**config.mk**
```make
export PLATFORM = sky130hd
export DESIGN_NAME = aes_ram
export DESIGN_NICKNAME = d
export VERILOG_FILES = /design/src/design/aes_ram.sv
export SDC_FILE = /design/constraint.sdc
export NUM_CORES = 1
export LEC_CHECK = 0
export ABC_AREA = 1
export BUFFER_PORTS_ARGS = -buffer_cell sky130_fd_sc_hd__buf_2
export CELL_PAD_IN_SITES_DETAIL_PLACEMENT = 1
export CELL_PAD_IN_SITES_GLOBAL_PLACEMENT = 2
export CORE_MARGIN = 2
export CORE_UTILIZATION = 40
export CTS_BUF_LIST = sky130_fd_sc_hd__clkbuf_2
export CTS_CLUSTER_DIAMETER = 50
export CTS_CLUSTER_SIZE = 25
export DETAILED_ROUTE_END_ITERATION = 10
export HOLD_SLACK_MARGIN = 0.08
export PLACE_DENSITY_LB_ADDON = 0.25
export SYNTH_ARGS = -nofsm -noshare
export SYNTH_HDL_FRONTEND = slang
export SYNTH_SLANG_ARGS = --single-unit
```
**constraint.sdc**
```tcl
create_clock -name clk -period 1.82 [get_ports clk]
set_input_delay 0.182 -clock clk [delete_from_list [all_inputs] [get_ports clk]]
set_output_delay 0.182 -clock clk [all_outputs]
set_load 0.01 [all_outputs]
```
**src/design/aes_ram.sv**
```systemverilog
module aes_ram #(
    parameter int Width = 8,
    parameter int Depth = 16
) (
    input  logic                     clk,
    input  logic                     wr_en,
    input  logic [$clog2(Depth)-1:0] wr_addr,
    input  logic [Width-1:0]         wr_data,
    input  logic [$clog2(Depth)-1:0] rd_addr,
    output logic [Width-1:0]         rd_data
);
    logic [Width-1:0] mem [0:Depth-1];

    always_ff @(posedge clk)
    begin
        if (wr_en)
        begin
            mem[wr_addr] <= wr_data;
        end
        rd_data <= mem[rd_addr];
    end
endmodule

```
Yosys cells after proc, flatten, opt, wreduce, memory -nomap -nowiden:

Memory sizes are Yosys's and may differ from the RTL's. A register that Yosys moved wholly into a read port is not among the register bits.
Index checks and enable logic that the tools add are counted.

* mux-type cells: 2

Operators with widths (number)
* two-way mux 1 bit: 2

* register bits: 0
* bits in writable memories: 128
* input port bits: 18
* logic and storage cells: 3
* memories kept: 1

Memories
* mem: words 16, bits a word 8, rd ports 1, clocked after memory_dff 1, write ports 1, RTL line 12 `logic [Width-1:0] mem [0:Depth-1];`

Longest topological paths before layout:

* depth after elaboration: 2
* mapped depth: 8

Least setup slack after synthesis:

No wires, ideal clock.

* path kind: input to register
* from: input wr_addr[2]
* to: memory mem[10][0], enable pin
* library setup time: 0.370 ns
* arrival: 0.763 ns
* path slack: 0.687 ns
* cell stages on the path: 2
* buffers on the path: 0
* cell sequence: nand3b_1 > nor2_1

RTL lines
* start: declaration: RTL line 7 `input logic [$clog2(Depth)-1:0] wr_addr,`
* end: declaration: RTL line 12

No word-level cell before the write port.

==> out/metrics.cfg <==
[status]
outcome = finished, final reports clean

[global_routing]
grtUsageMet2_pct = 33.2
busiest_layer = met2
grtUsageTotal_pct = 20.0
grt_pass1_vias = 4032
groute.layer.met3.usage_pct = 3.43
grt_pass1_wl_mm = 22.1
grtUsageMet1_pct = 26.3
grt_max_degree = 65
grt_antenna_before_repair = 1
globalRoute.totalOverflow = 0

[sta]
maxSlewViolCount = 0
tightestPinTransition_ns = 0.516
hold_slack_ns = 0.138
rsz0062_at_grt = false
setup_violations = 0
max-slew-margin-rel_pct = 65.6
fin_crit_ns = 1.51
setup_tns_ns = 0
max_freq_mhz = 662
hold_viol_final = 0
skew_ns = 0.0136
min_period_over_period_pct = 83.0

[detailed_routing]
vias = 3856
avgRoutedWirePerCell_um = 17.1
drt-total-wl_mm = 13.7
drt_iter0_markers = 179
ant_nets = 0
route.detailed.drc = 0
via_per_inst = 4.81
drtPass1Iterations = 4

[synth]
syn_inst = 551
syn_area_mm2 = 0.00577
synth_top_flop_cell = edfxtp_1
syn_area_per_cell_um2 = 10.5
yosysWarnings = 0
seq_area_frac_synth_pct = 69.4
synth_area_leaders = edfxtp_1 67%, nand2_1 11%, nand3_1 8.4%
netlist_top_cells_count = 173 x nand2_1, 128 x edfxtp_1, 100 x inv_1, 97 x nand3_1, 17 x nor2_1
synth_edf_count = 128
synth_top_area_cell = edfxtp_1
ys_ff_latch = 136
post-synth-top-count-cell = nand2_1
ys_types = 12
async_flop_share_pct = 0
synth.top_cell.area_share_pct = 66.7
synth_nets = 569

[finish]
nets = 625
multi_input_area_mm2 = 0.00121
areaGrowthSynthToFinish_pct = 13.0
drive_gt1_share_pct = 12.6
ff_latch_area_mm2 = 0.00400
post-route-util_pct = 46.6
fillers = 1582
instances_no_fill = 801
final_area_mm2 = 0.00652

[worst_setup_path]
cp-start-kind = input pin
critPathMaxFanout = 25
cp.required_ns = 2.47
endpoint_kind = register
rrSetupSlack_ns = 0.37
cp.arrival_ns = 2.16
path_class = in -> reg

[clock_network]
post_cts_resized = 0
cts.sinks = 136
clock_tree.buffer_depth = 2
cts-buffers-inserted = 17
clk_latency_ns = 0.70
cts-root-buf = clkbuf_2
cts.clk_slew.worst_paths_ns = 0.19
cts_tree = yes
ctsHtreeMaxLevel = 4

[placed_design]
dp_cells = 755
globalplace.congestion = 0.757
placed_area_mm2 = 0.00616
port-buffer-count = 25
dp_hpwl_mm = 8.81

[hold_path]
hold_path.class = in -> reg

[power_and_ir_drop]
cellPowerDensity_mw_per_mm2 = 871
p_leak_nw = 2.82
ir_worst_vdd_mv = 0.429

[die]
rows = 43
coreArea_mm2 = 0.0140
die_h_um = 124
start_util_pct = 41.2
die_w_um = 124
die_area_mm2 = 0.0154
io_pins = 26

[run]
max-cap-violations = 0

[what timing repair did]
item | CTS | global route
hold buffers | 13 | 0
buffers inserted | 0 | 0
endpoints found under the hold margin | 136 | 0
[flip-flops by register name, summed over array words and instances, names as in the netlist]
register / cells
rd_data: 8
mem: 128
[layer usage]
layer | share of wire (%) | vias up
met5 | 0 | -
met4 | 1.5 | 0
met3 | 3.1 | 15
met2 | 49 | 59
met1 | 46 | 1901
li1 | - | 1881
[final cells by class]
class,instances,area share (%)
sequential,136,61.5
multi-input combinational,289,18.6
timing repair buffer,61,7.14
inverter,102,5.88
tap,180,3.46
clock inverter,15,2.09
clock buffer,17,1.31
antenna,1,0.0384
[power by group]
part	total [mW]	internal, mW	switching, mW	leakage (nW)
clock network	1.70	0.600	1.10	0.122
logic	0.460	0.153	0.308	1.48
registers	3.52	3.50	0.0194	1.22
total	5.67	4.25	1.42	2.82
[per-stage QoR]
| stage | setup WS, ns | power [mW] |
|---|---|---|
| after floorplan | 0.687 | 3.84 |
| after global placement | 0.473 | 4.02 |
| after detailed placement | 0.423 | 4.03 |
| after CTS | 0.324 | 5.73 |
| after global routing | 0.273 | 5.91 |
| final | 0.310 | 5.67 |
[cells by family (layout without fill, tap and decap cells)]
logic type / count (synthesis) / in the layout / share of synthesized area, %
simple gates: 289 / 289 / 21.0
flops: 136 / 136 / 69.4
buf+inv: 126 / 195 / 9.52
other cells: 0 / 1 / 0
[worst max-delay path, stage by stage]
cell and delay (ns):
dlygate4sd3_1 0.53, buf_2 0.14, inv_2 0.18, buf_12 0.22, nand3_1 0.10, nand3_1 0.09, nand3_1 0.08, dlygate4sd3_1 0.57
nand2_1 0.05
[path summary, 6_finish.rpt]
path,start,cells after the start,end
max,rd_addr[1],9,rd_data[0]
min,wr_en,4,mem[3][3]
max reg2reg,mem[12][0],7,rd_data[0]
min reg2reg,mem[12][1],6,rd_data[1]
[cell usage in the layout (no fill, tap or decap)]
master | synthesis | layout
buf_12 | 0 | 3
buf_2 | 13 | 25
buf_4 | 4 | 20
bufinv_16 | 0 | 2
clkbuf_2 | 0 | 17
clkinv_1 | 0 | 4
clkinv_2 | 0 | 3
clkinv_4 | 0 | 1
clkinvlp_4 | 0 | 5
dfxtp_1 | 8 | 8
diode_2 | 0 | 1
dlygate4sd3_1 | 0 | 13
edfxtp_1 | 128 | 128
inv_1 | 100 | 100
inv_2 | 2 | 2
nand2_1 | 173 | 173
nand3_1 | 97 | 97
nand3b_1 | 2 | 2
nor2_1 | 17 | 17
No activity file was read; power rests on OpenSTA's default activity.
