[config.mk]
export PLATFORM = sky130hd
export DESIGN_NAME = aes_ctrl
export DESIGN_NICKNAME = d
export VERILOG_FILES = /design/src/design/aes_pkg.sv /design/src/design/aes_ctrl.sv
export SDC_FILE = /design/constraint.sdc
export NUM_CORES = 1
export LEC_CHECK = 0
export ABC_AREA = 1
export BUFFER_PORTS_ARGS = -buffer_cell sky130_fd_sc_hd__buf_2
export CORE_ASPECT_RATIO = 0.6
export CORE_MARGIN = 4
export CORE_UTILIZATION = 27
export DETAILED_ROUTE_END_ITERATION = 8
export HOLD_SLACK_MARGIN = 0.05
export PLACE_DENSITY_LB_ADDON = 0.2
export SKIP_LAST_GASP = 1
export SYNTH_ARGS = -nofsm -noshare
export SYNTH_HDL_FRONTEND = slang
export SYNTH_SLANG_ARGS = --single-unit
export TNS_END_PERCENT = 5
[constraint.sdc]
create_clock -name clk -period 4.15 [get_ports clk]
set_input_delay 0.83 -clock clk [delete_from_list [all_inputs] [get_ports clk]]
set_output_delay 0.83 -clock clk [all_outputs]
set_load 0.005 [all_outputs]
[src/design/aes_pkg.sv]
package aes_pkg;

    localparam int MaxRoundKeys = 15;
    localparam int KeyIdxW      = 4;
    localparam int BlockW       = 128;
    localparam int CountW       = 4;
    localparam logic [CountW-1:0] MinRoundKeys = 4'd11;
    localparam logic [CountW-1:0] MaxRoundKeysC = 4'd15;

    localparam logic OP_LOAD    = 1'b0;
    localparam logic OP_ENCRYPT = 1'b1;

    typedef struct packed {
        logic                load_state;
        logic                do_round;
        logic                last_round;
        logic [KeyIdxW-1:0]  key_addr;
    } aes_cmd_t;

    function automatic logic [7:0] sbox(input logic [7:0] a);
        logic [7:0] t [0:255];
        t = '{
        8'h63,8'h7c,8'h77,8'h7b,8'hf2,8'h6b,8'h6f,8'hc5,8'h30,8'h01,8'h67,8'h2b,8'hfe,8'hd7,8'hab,8'h76,
        8'hca,8'h82,8'hc9,8'h7d,8'hfa,8'h59,8'h47,8'hf0,8'had,8'hd4,8'ha2,8'haf,8'h9c,8'ha4,8'h72,8'hc0,
        8'hb7,8'hfd,8'h93,8'h26,8'h36,8'h3f,8'hf7,8'hcc,8'h34,8'ha5,8'he5,8'hf1,8'h71,8'hd8,8'h31,8'h15,
        8'h04,8'hc7,8'h23,8'hc3,8'h18,8'h96,8'h05,8'h9a,8'h07,8'h12,8'h80,8'he2,8'heb,8'h27,8'hb2,8'h75,
        8'h09,8'h83,8'h2c,8'h1a,8'h1b,8'h6e,8'h5a,8'ha0,8'h52,8'h3b,8'hd6,8'hb3,8'h29,8'he3,8'h2f,8'h84,
        8'h53,8'hd1,8'h00,8'hed,8'h20,8'hfc,8'hb1,8'h5b,8'h6a,8'hcb,8'hbe,8'h39,8'h4a,8'h4c,8'h58,8'hcf,
        8'hd0,8'hef,8'haa,8'hfb,8'h43,8'h4d,8'h33,8'h85,8'h45,8'hf9,8'h02,8'h7f,8'h50,8'h3c,8'h9f,8'ha8,
        8'h51,8'ha3,8'h40,8'h8f,8'h92,8'h9d,8'h38,8'hf5,8'hbc,8'hb6,8'hda,8'h21,8'h10,8'hff,8'hf3,8'hd2,
        8'hcd,8'h0c,8'h13,8'hec,8'h5f,8'h97,8'h44,8'h17,8'hc4,8'ha7,8'h7e,8'h3d,8'h64,8'h5d,8'h19,8'h73,
        8'h60,8'h81,8'h4f,8'hdc,8'h22,8'h2a,8'h90,8'h88,8'h46,8'hee,8'hb8,8'h14,8'hde,8'h5e,8'h0b,8'hdb,
        8'he0,8'h32,8'h3a,8'h0a,8'h49,8'h06,8'h24,8'h5c,8'hc2,8'hd3,8'hac,8'h62,8'h91,8'h95,8'he4,8'h79,
        8'he7,8'hc8,8'h37,8'h6d,8'h8d,8'hd5,8'h4e,8'ha9,8'h6c,8'h56,8'hf4,8'hea,8'h65,8'h7a,8'hae,8'h08,
        8'hba,8'h78,8'h25,8'h2e,8'h1c,8'ha6,8'hb4,8'hc6,8'he8,8'hdd,8'h74,8'h1f,8'h4b,8'hbd,8'h8b,8'h8a,
        8'h70,8'h3e,8'hb5,8'h66,8'h48,8'h03,8'hf6,8'h0e,8'h61,8'h35,8'h57,8'hb9,8'h86,8'hc1,8'h1d,8'h9e,
        8'he1,8'hf8,8'h98,8'h11,8'h69,8'hd9,8'h8e,8'h94,8'h9b,8'h1e,8'h87,8'he9,8'hce,8'h55,8'h28,8'hdf,
        8'h8c,8'ha1,8'h89,8'h0d,8'hbf,8'he6,8'h42,8'h68,8'h41,8'h99,8'h2d,8'h0f,8'hb0,8'h54,8'hbb,8'h16};
        return t[a];
    endfunction

    function automatic logic [7:0] xtime(input logic [7:0] b);
        return {b[6:0], 1'b0} ^ (b[7] ? 8'h1b : 8'h00);
    endfunction

endpackage

[src/design/aes_ctrl.sv]
module aes_ctrl (
    input  logic                         clk,
    input  logic                         rst_n,
    input  logic                         s_tvalid,
    input  logic                         is_encrypt,
    input  logic [aes_pkg::CountW-1:0]   rk_count,
    input  logic                         m_tready,
    output logic                         s_tready,
    output logic                         m_tvalid,
    output logic                         busy,
    output logic [aes_pkg::KeyIdxW-1:0]  rd_addr,
    output aes_pkg::aes_cmd_t            cmd
);
    import aes_pkg::*;

    localparam logic [1:0] ST_IDLE  = 2'd0;
    localparam logic [1:0] ST_FETCH = 2'd1;
    localparam logic [1:0] ST_ROUND = 2'd2;

    logic [1:0]         state_reg, state_next;
    logic [KeyIdxW-1:0] round_reg, round_next;
    logic               out_valid_reg, out_valid_next;
    logic [CountW-1:0]  last_idx;
    logic               hold;

    always_comb
    begin
        if (rk_count < MinRoundKeys)
        begin
            last_idx = MinRoundKeys - 4'd1;
        end
        else
        begin
            last_idx = rk_count - 4'd1;
        end
    end

    // block may not start while a finished word still waits
    assign hold     = out_valid_reg && !m_tready;
    assign s_tready = (state_reg == ST_IDLE) && !out_valid_reg;
    assign m_tvalid = out_valid_reg;
    assign busy     = (state_reg != ST_IDLE) || out_valid_reg;

    always_comb
    begin
        state_next     = state_reg;
        round_next     = round_reg;
        out_valid_next = out_valid_reg && !m_tready;
        cmd            = '0;
        rd_addr        = round_reg;
        case (state_reg)
            ST_IDLE:
            begin
                rd_addr = '0;
                if (s_tvalid && s_tready && is_encrypt)
                begin
                    state_next = ST_FETCH;
                    round_next = '0;
                end
            end
            ST_FETCH:
            begin
                // key 0 arrives now, fetch key 1
                cmd.load_state = 1'b1;
                rd_addr        = 4'd1;
                round_next     = 4'd1;
                state_next     = ST_ROUND;
            end
            ST_ROUND:
            begin
                cmd.do_round   = 1'b1;
                cmd.last_round = (round_reg == last_idx);
                rd_addr        = round_reg + 4'd1;
                round_next     = round_reg + 4'd1;
                if (cmd.last_round)
                begin
                    state_next     = ST_IDLE;
                    out_valid_next = 1'b1;
                end
            end
            default:
            begin
                state_next = ST_IDLE;
            end
        endcase
        cmd.key_addr = rd_addr;
    end

    always_ff @(posedge clk or negedge rst_n)
    begin
        if (!rst_n)
        begin
            state_reg     <= ST_IDLE;
            round_reg     <= '0;
            out_valid_reg <= 1'b0;
        end
        else
        begin
            state_reg     <= state_next;
            round_reg     <= round_next;
            out_valid_reg <= out_valid_next | hold;
        end
    end
endmodule

* After elaboration in Yosys (flattened, before gate mapping)
Index checks and enable logic that the tools add are counted.
** Operators by class
- Add/sub/neg operators :: 2
- Order comparisons :: 1
- Equal/unequal tests :: 5
- Muxes and demuxes :: 11
- Bitwise gates (word level) :: 1
- Reductions and logical operators :: 12
** Operator list (count)
- $pmux 4 s3 :: 2
- $mux 4 :: 2
- $mux 2 :: 3
- $pmux 2 s3 :: 1
- $add 4x1->4 const B :: 1
- $eq 4x4->1 :: 1
- $logic_and 1x1->1 :: 4
- $lt 4x4->1 const B :: 1
- $reduce_and 2->1 :: 2
- $sub 4x1->4 const B :: 1
- $mux 1 :: 3
- $reduce_bool 3->1 :: 1
- $eq 2x1->1 const B :: 1
- $eq 2x2->1 const B :: 1
- $logic_not 1->1 :: 2
- $logic_not 2->1 :: 1
- $ne 2x1->1 const B :: 1
- $ne 2x2->1 const B :: 1
- $reduce_bool 2->1 :: 1
- $logic_or 1x1->1 :: 1
- $or 1x1->1 :: 1
** Storage, ports and cells
- Register bits after elaboration :: 7
- Input port bits :: 9
- Output and inout port bits :: 14

* Depth between registers and ports, before layout
Gate-level depths: netlist of run 1.
- Depth in word-level cells :: 6
- Depth in mapped cells :: 14
- Mapped depth without buffers :: 14

* Least setup slack after synthesis of run 1
Ideal clock, no wire load.
- Kind :: in2out
- Start :: in rk_count[0] in the netlist's numbering
- End :: out cmd[4] in the netlist's numbering
- Data arrival time :: 1624 ps
- Path slack :: 1696 ps
- Stages :: 11
- Path buffers :: 0
- Path through :: inv_1 > ha_1 > inv_1 > nand2_1 > nand2_1 > nand2_1 > nand2_1 > nand2_1 > nor2_1 > nand3_1 > inv_1
** RTL lines
- from (decl) :: line aes_ctrl.sv:6 : input logic [aes_pkg::CountW-1:0] rk_count,
- to (decl) :: line aes_ctrl.sv:12 : output aes_pkg::aes_cmd_t cmd

==> results of run 1 <==
[stage by stage]
step | power (mW) | std cells | instance area, um2 | utilization (%) | hold slack (ns)
global route | 0.445 | 150 | 836 | 36.7 | 0.444
finish | 0.403 | 150 | 836 | 36.7 | 0.434
global placement | 0.305 | 146 | 791 | 34.7 | 0.554
floorplan | 0.247 | 99 | 681 | - | 0.511
CTS | 0.405 | 150 | 836 | 36.7 | 0.436
detailed placement | 0.306 | 146 | 791 | 34.7 | 0.550
[layer usage]
| layer | global-route usage, % | wire length (um) | vias up |
|---|---|---|---|
| met2 | 14.0 | 688 | 16 |
| met3 | 5.13 | 118 | 2 |
| met4 | 2.21 | 5 | 0 |
| met1 | 15.0 | 840 | 292 |
| met5 | 0 | 0 | - |
| li1 | - | - | 350 |
[where the power goes]
group	internal [mW]	switching, mW	total, mW
logic	0.0798	0.125	0.205
registers	0.0820	0.0182	0.100
clock network	0.0666	0.0313	0.0979
total	0.228	0.175	0.403
[cell type report]
| class | instances | area (um2) | area share [%] |
|---|---|---|---|
| inverters | 17 | 63.8 | 7.63 |
| repair buffers | 22 | 110 | 13.2 |
| multi-input cells | 70 | 404 | 48.4 |
| well taps | 30 | 37.5 | 4.49 |
| flip-flops and latches | 7 | 175 | 21.0 |
| clock buffers | 4 | 45.0 | 5.39 |
[worst max path at each step]
stage | start | to | slack, ns | cells after the start
floorplan | rk_count[0] | cmd[4] | 1.70 | 11
CTS | rk_count[0] | cmd[4] | 1.38 | 13
global placement | rk_count[0] | cmd[4] | 1.40 | 10
detailed placement | rk_count[0] | cmd[4] | 1.39 | 13
global route | rk_count[0] | cmd[4] | 1.17 | 13
finish | rk_count[0] | cmd[4] | 1.38 | 13
[critical path: cells and delay by family]
family / cells / cell delay [ns]
simple gates: 7 / 0.50
buf+inv: 5 / 0.38
fa+ha+maj: 1 / 0.21
[synth_stat cells]
cell,instances,area (um2)
nand3_1,9,45.0
nand2_2,2,12.5
xor2_1,1,8.76
nor2_4,1,11.3
inv_1,17,63.8
a21oi_1,1,5.00
o22ai_1,4,25.0
dfrtp_1,7,175
nand2_1,31,116
nor2_2,2,12.5
o21ai_0,5,25.0
buf_4,5,37.5
o31ai_1,1,7.51
ha_1,9,113
o21ai_2,1,8.76
nor2_1,2,7.51
nand4_1,1,6.26
[logic make-up (layout without fill, tap and decap cells)]
kind of cell	count (synthesis)	count (layout)
XOR/XNOR	1	1
AO/OA/AOI/OAI	12	12
adder cells (fa/ha/maj)	9	9
AND/OR/NAND/NOR	48	48
flip-flops	7	7
buffers and inverters	22	43
==> summary.txt, run 1 <==
Critical path
  • Crit Path Class: input port to output pin
  • Cell chain of the critical path: buf_2, inv_1, ha_1, inv_1, nand2_1, nand2_1, nand2_1, nand2_1, nand2_1, nor2_1, nand3_1, inv_1, buf_2
  • Crit start category: input port
  • Dominant cell type by count on the critical path: nand2_1
  • Required @ worst endpoint: 3.32 ns
  • Critical Path AT: 1.94 ns
  • Longest individual stage delay on the worst path: 0.21 ns
  • Reg2reg start: state_reg[0]$_DFFE_PN0P_
  • Slowest stage cell, crit path: ha_1
  • Critical register-to-register path endpoint: round_reg[2]$_DFFE_PN0P_
  • Worst Reg2Reg Path Length in Cells: 7
  • Category of the worst setup path capture point: output pin
  • Setup slack on the worst flop-to-flop path: 2.66 ns
  • Top fanout value on the critical path: 3

Routing
  • First DRT Iteration DRCs: 62
  • Total via count after detailed routing: 660
  • Routed length per instance: 11.0 um
  • Drc violations: 0
  • First-pass iteration count of the detailed router: 4
  • Antenna viol nets, final: 0
  • Average vias per placed instance: 4.40
  • Final wirelength: 1650 um

Die
  • Effective utilization at floorplan: 29.9%
  • Horizontal die dimension: 72.8 um
  • CORE AREA: 2280 um2
  • Number of top-level pins: 23
  • Die Outline Area: 3410 um2
  • Height of the chip: 46.9 um
  • Standard-cell rows: 13

Final layout
  • Number of nets in the layout: 139
  • Commonest non-fill, non-tap cell in the layout: nand2_1
  • Relative area change from synthesis to final layout: 22.8%
  • Filler instances: 252
  • Commonest cells after routing, fill and taps aside: nand2_1, buf_2, inv_1, nand3_1, ha_1
  • Fraction of final layout cells sized beyond drive strength 1: 25.8%
  • Flip-flop count of the largest register after layout: 4
  • Antenna diode instance count: 0

Timing
  • Final setup viols: 0
  • Total negative slack for setup checks: 0 ns
  • Setup repair after global routing missed its margin: false
  • Max Clock Freq: 0.362 GHz
  • Final Hold Vio Count: 0
  • Time the final worst path needs with I/O delays and setup: 2.77 ns
  • Max-slew violation count: 0
  • Fin crit share: 66.6%
  • Fin Clk Skew: 0.00279 ns
  • Actual slew at the worst max-slew pin: 0.285 ns
  • Final worst-path setup slack: 1.38 ns
  • Worst-case headroom to the max-slew limit: 81.0%

Logic synthesis
  • Cell count after synthesis: 99
  • Yosys warning count: 0
  • Synth Area in Simple Gates: 31.1%
  • Portion of the post-synthesis area used by sequential elements: 25.7%
  • Dominant combinational cell family by area after synthesis: simple AND/OR/NAND/NOR gates
  • Unique cell type count in the Yosys netlist: 17
  • Adder-Cell Fraction of Synth Area: 16.5%
  • Portion of netlist area occupied by mux cells: 0%
  • Register bit count reported by yosys: 7
  • Total standard cell area after synthesis: 681 um2
  • Post-Syn Nets: 117
  • Syn Area/Cell: 6.88 um2
  • Xor/xnor share of the synthesized area: 1.29%
  • Synth Area in Compound Gates: 10.5%

Run status
  • Status: finished, final reports clean

Clock network
  • Clock-pin slew reported for the worst setup and hold paths after clock tree synthesis: 0.04 ns
  • Post-cts hold buffer count: 0
  • Clock insertion delay at the later pin of the skew report: 0.23 ns
  • Total CTS buffers: 3
  • Resized Gates After CTS: 0
  • Clock sink total: 7
  • Post-CTS Setup Bufs: 0
  • Maximum buffer depth of the clock tree: 2
  • H-tree depth reported by CTS: 1
  • TritonCTS clock tree: yes
  • Root buffer selected by CTS: clkbuf_8

Global routing
  • Number of antenna violations at the first check in global routing: 0
  • Number of global-route vias before repair: 582
  • Residual overflow from global routing: 0
  • Largest net degree at the start of global routing: 9
  • Wire length of the first global-routing pass: 2660 um
  • Overall global routing resource usage: 10.5%

Power and ir drop
  • Maximum resistive drop on vdd: 217 uV
  • Standby leakage power: 0.480 nW
  • Power density of the placed cells: 482 nW/um2

Placed design
  • Buffers on Ports: 22
  • Detail Placement HPWL: 1410 um
  • RePlAce Congestion: 0.824
  • Placement-stage worst setup slack: 1.39 ns

Job
  • Maximum capacitance violations: 0

Min path
  • Worst hold-check path type: input port to async pin
Note: power is estimated with default switching activity, not from simulation.
==> run 2: changes to the inputs <==
==> constraint.sdc (replaced) <==
create_clock -name clk -period 2.8 [get_ports clk]
set_input_delay 0.56 -clock clk [delete_from_list [all_inputs] [get_ports clk]]
set_output_delay 0.56 -clock clk [all_outputs]
set_load 0.005 [all_outputs]
==> summary.txt, run 2 (synthesis results as in run 1) <==
Global routing
  • Wire length of the first global-routing pass: 2880 um (+8.3%)
  • Residual overflow from global routing: 0 (unchanged)
  • Overall global routing resource usage: 11.7% (+1.2 points)
  • Number of antenna violations at the first check in global routing: 0 (unchanged)
  • Number of global-route vias before repair: 607 (+4.3%)
  • Largest net degree at the start of global routing: 9 (unchanged)

Power and ir drop
  • Gate power share: 50.2% (-0.7 points)
  • Flop pwr share: 24.8% (about the same)
  • Standby leakage power: 0.482 nW (+0.57%)
  • Overall power consumption: 601 uW (+49%)
  • Power density of the placed cells: 719 nW/um2 (+49%)
  • Maximum resistive drop on vdd: 272 uV (+26%)
  • Internal power of the cells: 337 uW (+48%)
  • Net Switching: 264 uW (+51%)
  • Switching fraction of total power: 43.9% (+0.56 points)
  • Part of the total power dissipated in the clock network: 25.1% (+0.8 points)

Critical path
  • Worst path depth: 5 (-8)
  • Longest individual stage delay on the worst path: 0.43 ns (+0.22 ns)
  • CP delay by family, top: flip-flops
  • Crit Path Class: flop to output pin
  • Crit start category: flop
  • Cell chain of the critical path: inv_1, ha_1, nand3_1, o21ai_0, buf_2
  • CP Buf/Inv Count: 2 (-3)
  • Required @ worst endpoint: 2.24 ns (-1.08 ns)
  • Top fanout value on the critical path: 7 (+4)
  • Critical Path AT: 1.68 ns (-0.26 ns)
  • Worst Reg2Reg Path Length in Cells: 7 (unchanged)
  • Category of the worst setup path capture point: output pin
  • Slowest stage cell, crit path: dfrtp_1

Die
  • Die Outline Area: 3410 um2 (unchanged)
  • CORE AREA: 2280 um2 (unchanged)
  • Number of top-level pins: 23 (unchanged)
  • Height of the chip: 46.9 um (unchanged)
  • Horizontal die dimension: 72.8 um (unchanged)
  • Standard-cell rows: 13 (unchanged)
  • Effective utilization at floorplan: 29.9% (unchanged)

Timing
  • Fin crit share: 80.1%
  • Fin Clk Skew: 0.00563 ns (+0.00284 ns)
  • Setup repair after global routing missed its margin: false
  • Final Hold Vio Count: 0 (unchanged)
  • Max Clock Freq: 0.446 GHz
  • Max-slew violation count: 0 (unchanged)
  • Total negative slack for setup checks: 0 ns (unchanged)
  • Time the final worst path needs with I/O delays and setup: 2.24 ns
  • Final setup viols: 0 (unchanged)
  • Actual slew at the worst max-slew pin: 0.270 ns (-0.0155 ns)
  • Worst-case headroom to the max-slew limit: 82.0% (+1.0 points)

Clock network
  • Post-cts hold buffer count: 0 (unchanged)
  • Clock-pin slew reported for the worst setup and hold paths after clock tree synthesis: 0.05 ns (about the same)
  • Resized Gates After CTS: 0 (unchanged)
  • Maximum buffer depth of the clock tree: 2 (unchanged)
  • TritonCTS clock tree: yes
  • Clock sink total: 7 (unchanged)
  • Total CTS buffers: 3 (unchanged)
  • H-tree depth reported by CTS: 1 (unchanged)
  • Clock insertion delay at the later pin of the skew report: 0.24 ns (about the same)
  • Post-CTS Setup Bufs: 0 (unchanged)
  • Root buffer selected by CTS: clkbuf_8

Min path
  • Worst hold-check path type: input port to async pin

Routing
  • Routed length per instance: 11.5 um (+4.8%)
  • Antenna viol nets, final: 0 (unchanged)
  • First-pass iteration count of the detailed router: 4 (unchanged)
  • Average vias per placed instance: 4.46 (+1.4%)
  • Final wirelength: 1730 um (+4.8%)
  • Drc violations: 0 (unchanged)
  • Total via count after detailed routing: 669 (+1.4%)
  • First DRT Iteration DRCs: 31 (-50%)

Final layout
  • Number of nets in the layout: 139 (unchanged)
  • Fraction of final layout cells sized beyond drive strength 1: 26.7% (+0.83 points)
  • Relative area change from synthesis to final layout: 23.0%
  • Commonest cells after routing, fill and taps aside: nand2_1, buf_2, inv_1, nand3_1, ha_1
  • Antenna diode instance count: 0 (unchanged)
  • Flip-flop count of the largest register after layout: 4 (unchanged)
  • Commonest non-fill, non-tap cell in the layout: nand2_1

Placed design
  • Buffers on Ports: 22 (unchanged)
  • Detail Placement HPWL: 1490 um (+5.9%)
  • RePlAce Congestion: 0.816 (-0.89%)

Job
  • Maximum capacitance violations: 0 (unchanged)

Run status
  • Status: finished, final reports clean
## run 2: path summary, 6_finish.rpt
kind                                          start                       end  slack (ns)
setup / recovery           state_reg[0]$_DFFE_PN0P_                    cmd[3]        0.56
hold / removal                                rst_n  round_reg[0]$_DFFE_PN0P_        0.17
setup reg to reg           state_reg[0]$_DFFE_PN0P_  round_reg[3]$_DFFE_PN0P_        1.32
hold reg to reg            state_reg[0]$_DFFE_PN0P_  state_reg[0]$_DFFE_PN0P_        0.58
max in group asynchronous                     rst_n  round_reg[3]$_DFFE_PN0P_        2.45
min in group clk                           m_tready        m_tvalid$_DFF_PN0_        0.55
## run 2: metrics by stage
stage | instance area [um2] | hold WS, ns | util (%) | cells | setup WS [ns]
6_report | 837 | 0.165 | 36.8 | 150 | 0.556
5_1_grt | 837 | 0.174 | 36.8 | 150 | 0.393
4_1_cts | 837 | 0.163 | 36.8 | 150 | 0.552
3_5_place_dp | 791 | 0.413 | 34.7 | 146 | 0.602
3_3_place_gp | 791 | 0.419 | 34.7 | 146 | 0.603
2_1_floorplan | 681 | 0.264 | - | 99 | 0.886
## run 2: routing by layer
layer  routed length, um  share of wire (%)  GRT usage, %
met1                 886                 51          16.8
met2                 702                 41          15.8
met3                 122                7.0          4.49
met4                  19                1.1          4.41
met5                   0                  0             0
## run 2: layout make-up
type / instances / area [um2]
clock buffer: 3 / 41.3
clock inverter: 1 / 5.00
fill: 251 / 1440
inverter: 17 / 63.8
multi-input combinational: 70 / 404
sequential: 7 / 175
tap: 30 / 37.5
timing repair buffer: 22 / 110
## run 2: power groups by stage
| stage | Clock, mW | Combinational (mW) | Sequential, mW |
|---|---|---|---|
| after floorplan | 0 | 0.225 | 0.142 |
| after global placement | 0 | 0.302 | 0.149 |
| after detailed placement | 0 | 0.304 | 0.150 |
| after CTS | 0.152 | 0.305 | 0.148 |
| after global routing | 0.160 | 0.348 | 0.151 |
| final | 0.151 | 0.302 | 0.149 |
==> run 3: changes to the inputs <==
==> constraint.sdc (replaced) <==
create_clock -name clk -period 2.3 [get_ports clk]
set_input_delay 0.46 -clock clk [delete_from_list [all_inputs] [get_ports clk]]
set_output_delay 0.46 -clock clk [all_outputs]
set_load 0.005 [all_outputs]
==> summary.txt, run 3 (synthesis results as in run 1) <==
Clock network
  • Resized Gates After CTS: 0 (unchanged)
  • Root buffer selected by CTS: clkbuf_8
  • H-tree depth reported by CTS: 1 (unchanged)
  • TritonCTS clock tree: yes
  • Post-CTS Setup Bufs: 0 (unchanged)
  • Clock sink total: 7 (unchanged)
  • Total CTS buffers: 3 (unchanged)
  • Clock-pin slew reported for the worst setup and hold paths after clock tree synthesis: 0.04 ns (about the same)
  • Clock insertion delay at the later pin of the skew report: 0.23 ns (about the same)
  • Maximum buffer depth of the clock tree: 2 (unchanged)
  • Post-cts hold buffer count: 0 (unchanged)

Critical path
  • Setup slack on the worst flop-to-flop path: 0.84 ns (-0.48 ns)
  • Category of the worst setup path capture point: output pin
  • Required @ worst endpoint: 1.84 ns (-0.40 ns)
  • Crit Path Class: flop to output pin
  • CP Buf/Inv Count: 2 (unchanged)
  • Critical Path AT: 1.61 ns (-0.07 ns)
  • CP delay by family, top: flip-flops
  • Crit start category: flop
  • Cell chain of the critical path: inv_1, ha_1, nand2_1, o21ai_0, buf_2
  • Top fanout value on the critical path: 7 (unchanged)
  • Slowest stage cell, crit path: dfrtp_1
  • Longest individual stage delay on the worst path: 0.42 ns (about the same)

Global routing
  • Largest net degree at the start of global routing: 9 (unchanged)
  • Wire length of the first global-routing pass: 2680 um (-7.0%)
  • Overall global routing resource usage: 10.5% (-1.2 points)
  • Residual overflow from global routing: 0 (unchanged)
  • Number of antenna violations at the first check in global routing: 0 (unchanged)
  • Number of global-route vias before repair: 620 (+2.1%)

Die
  • Horizontal die dimension: 72.8 um (unchanged)
  • Number of top-level pins: 23 (unchanged)
  • Standard-cell rows: 13 (unchanged)
  • CORE AREA: 2280 um2 (unchanged)
  • Height of the chip: 46.9 um (unchanged)
  • Effective utilization at floorplan: 29.9% (unchanged)
  • Die Outline Area: 3410 um2 (unchanged)

Power and ir drop
  • Maximum resistive drop on vdd: 362 uV (+33%)
  • Power density of the placed cells: 869 nW/um2 (+21%)
  • Standby leakage power: 0.480 nW (-0.57%)

Timing
  • Final worst-path setup slack: 0.231 ns (-0.325 ns)
  • Max-slew violation count: 0 (unchanged)
  • Final Hold Vio Count: 0 (unchanged)
  • Actual slew at the worst max-slew pin: 0.270 ns (+0.000120 ns)
  • Total negative slack for setup checks: 0 ns (unchanged)
  • Final setup viols: 0 (unchanged)
  • Fin crit share: 90.0%
  • Time the final worst path needs with I/O delays and setup: 2.07 ns
  • Worst-case headroom to the max-slew limit: 82.0% (about the same)
  • Max Clock Freq: 0.483 GHz
  • Fin Clk Skew: 0.00356 ns (-0.00207 ns)
  • Setup repair after global routing missed its margin: false

Routing
  • Drc violations: 0 (unchanged)
  • First DRT Iteration DRCs: 47 (+52%)
  • Average vias per placed instance: 4.47 (+0.15%)
  • Routed length per instance: 10.9 um (-5.5%)
  • Final wirelength: 1640 um (-5.5%)
  • First-pass iteration count of the detailed router: 4 (unchanged)
  • Antenna viol nets, final: 0 (unchanged)
  • Total via count after detailed routing: 670 (+0.15%)

Run status
  • Status: finished, final reports clean

Final layout
  • Filler instances: 257 (+2.4%)
  • Flip-flop count of the largest register after layout: 4 (unchanged)
  • Relative area change from synthesis to final layout: 22.8%
  • Commonest non-fill, non-tap cell in the layout: nand2_1
  • Antenna diode instance count: 0 (unchanged)
  • Fraction of final layout cells sized beyond drive strength 1: 25.8% (-0.83 points)
  • Commonest cells after routing, fill and taps aside: nand2_1, buf_2, inv_1, nand3_1, ha_1
  • Number of nets in the layout: 139 (unchanged)

Min path
  • Worst hold-check path type: input port to async pin

Placed design
  • Placement-stage worst setup slack: 0.292 ns (-0.310 ns)
  • RePlAce Congestion: 0.788 (-3.5%)
  • Detail Placement HPWL: 1400 um (-6.4%)
  • Buffers on Ports: 22 (unchanged)

Job
  • Maximum capacitance violations: 0 (unchanged)
run 3: cell types whose count changed in the layout (fill, tap and decap cells not counted), sizes merged:
cell	previous run	this run
clkbuf	3	4
clkinv	1	0
run 3: final cells by class:
| class | count | area (um2) | share of cell area, % |
|---|---|---|---|
| multi-input combinational | 70 | 404 | 48.4 |
| clock buffer | 4 | 45.0 | 5.39 |
| timing repair buffer | 22 | 110 | 13.2 |
| inverter | 17 | 63.8 | 7.63 |
| sequential | 7 | 175 | 21.0 |
| tap | 30 | 37.5 | 4.49 |
run 3: report_power, final:
part / leakage (nW) / total (mW) / internal (mW) / switching [mW]
sequential: 0.0943 / 0.180 / 0.148 / 0.0323
clock: 0.0228 / 0.176 / 0.120 / 0.0562
combinational: 0.363 / 0.369 / 0.144 / 0.225
total: 0.480 / 0.726 / 0.413 / 0.314
run 3: per-layer routing:
metal,vias up,wire [um],GRT usage [%]
met5,-,0,0
met4,0,0,0
met3,0,119,4.49
met2,18,677,16.3
met1,303,838,14.5
li1,349,-,-
run 3: worst reg2reg max path, cell delays in order (launching register included):
cell	delay (ns)
dfrtp_1	0.41
inv_1	0.11
ha_1	0.23
o21ai_2	0.11
nand2_1	0.07
inv_1	0.14
nand2_1	0.14
o22ai_1	0.16
run 3: final timing paths:
path,startpoint,end,cells past startpoint
worst max-delay path,state_reg[0]$_DFFE_PN0P_,cmd[1],5
max in group asynchronous,rst_n,state_reg[0]$_DFFE_PN0P_,1
worst min register to register,state_reg[1]$_DFFE_PN0P_,state_reg[1]$_DFFE_PN0P_,2
min in group clk,m_tready,m_tvalid$_DFF_PN0_,2
worst min-delay path,rst_n,m_tvalid$_DFF_PN0_,1
worst max register to register,state_reg[0]$_DFFE_PN0P_,round_reg[2]$_DFFE_PN0P_,7
run 3: metrics by stage:
step / total power [mW] / util (%) / hold slack [ns] / cell area (um2) / std cells
finish: 0.726 / 36.7 / 0.0625 / 836 / 150
CTS: 0.734 / 36.7 / 0.0688 / 836 / 150
global route: 0.800 / 36.7 / 0.0787 / 836 / 150
floorplan: 0.446 / - / 0.164 / 681 / 99
global placement: 0.552 / 34.7 / 0.311 / 791 / 146
detailed placement: 0.554 / 34.7 / 0.310 / 791 / 146
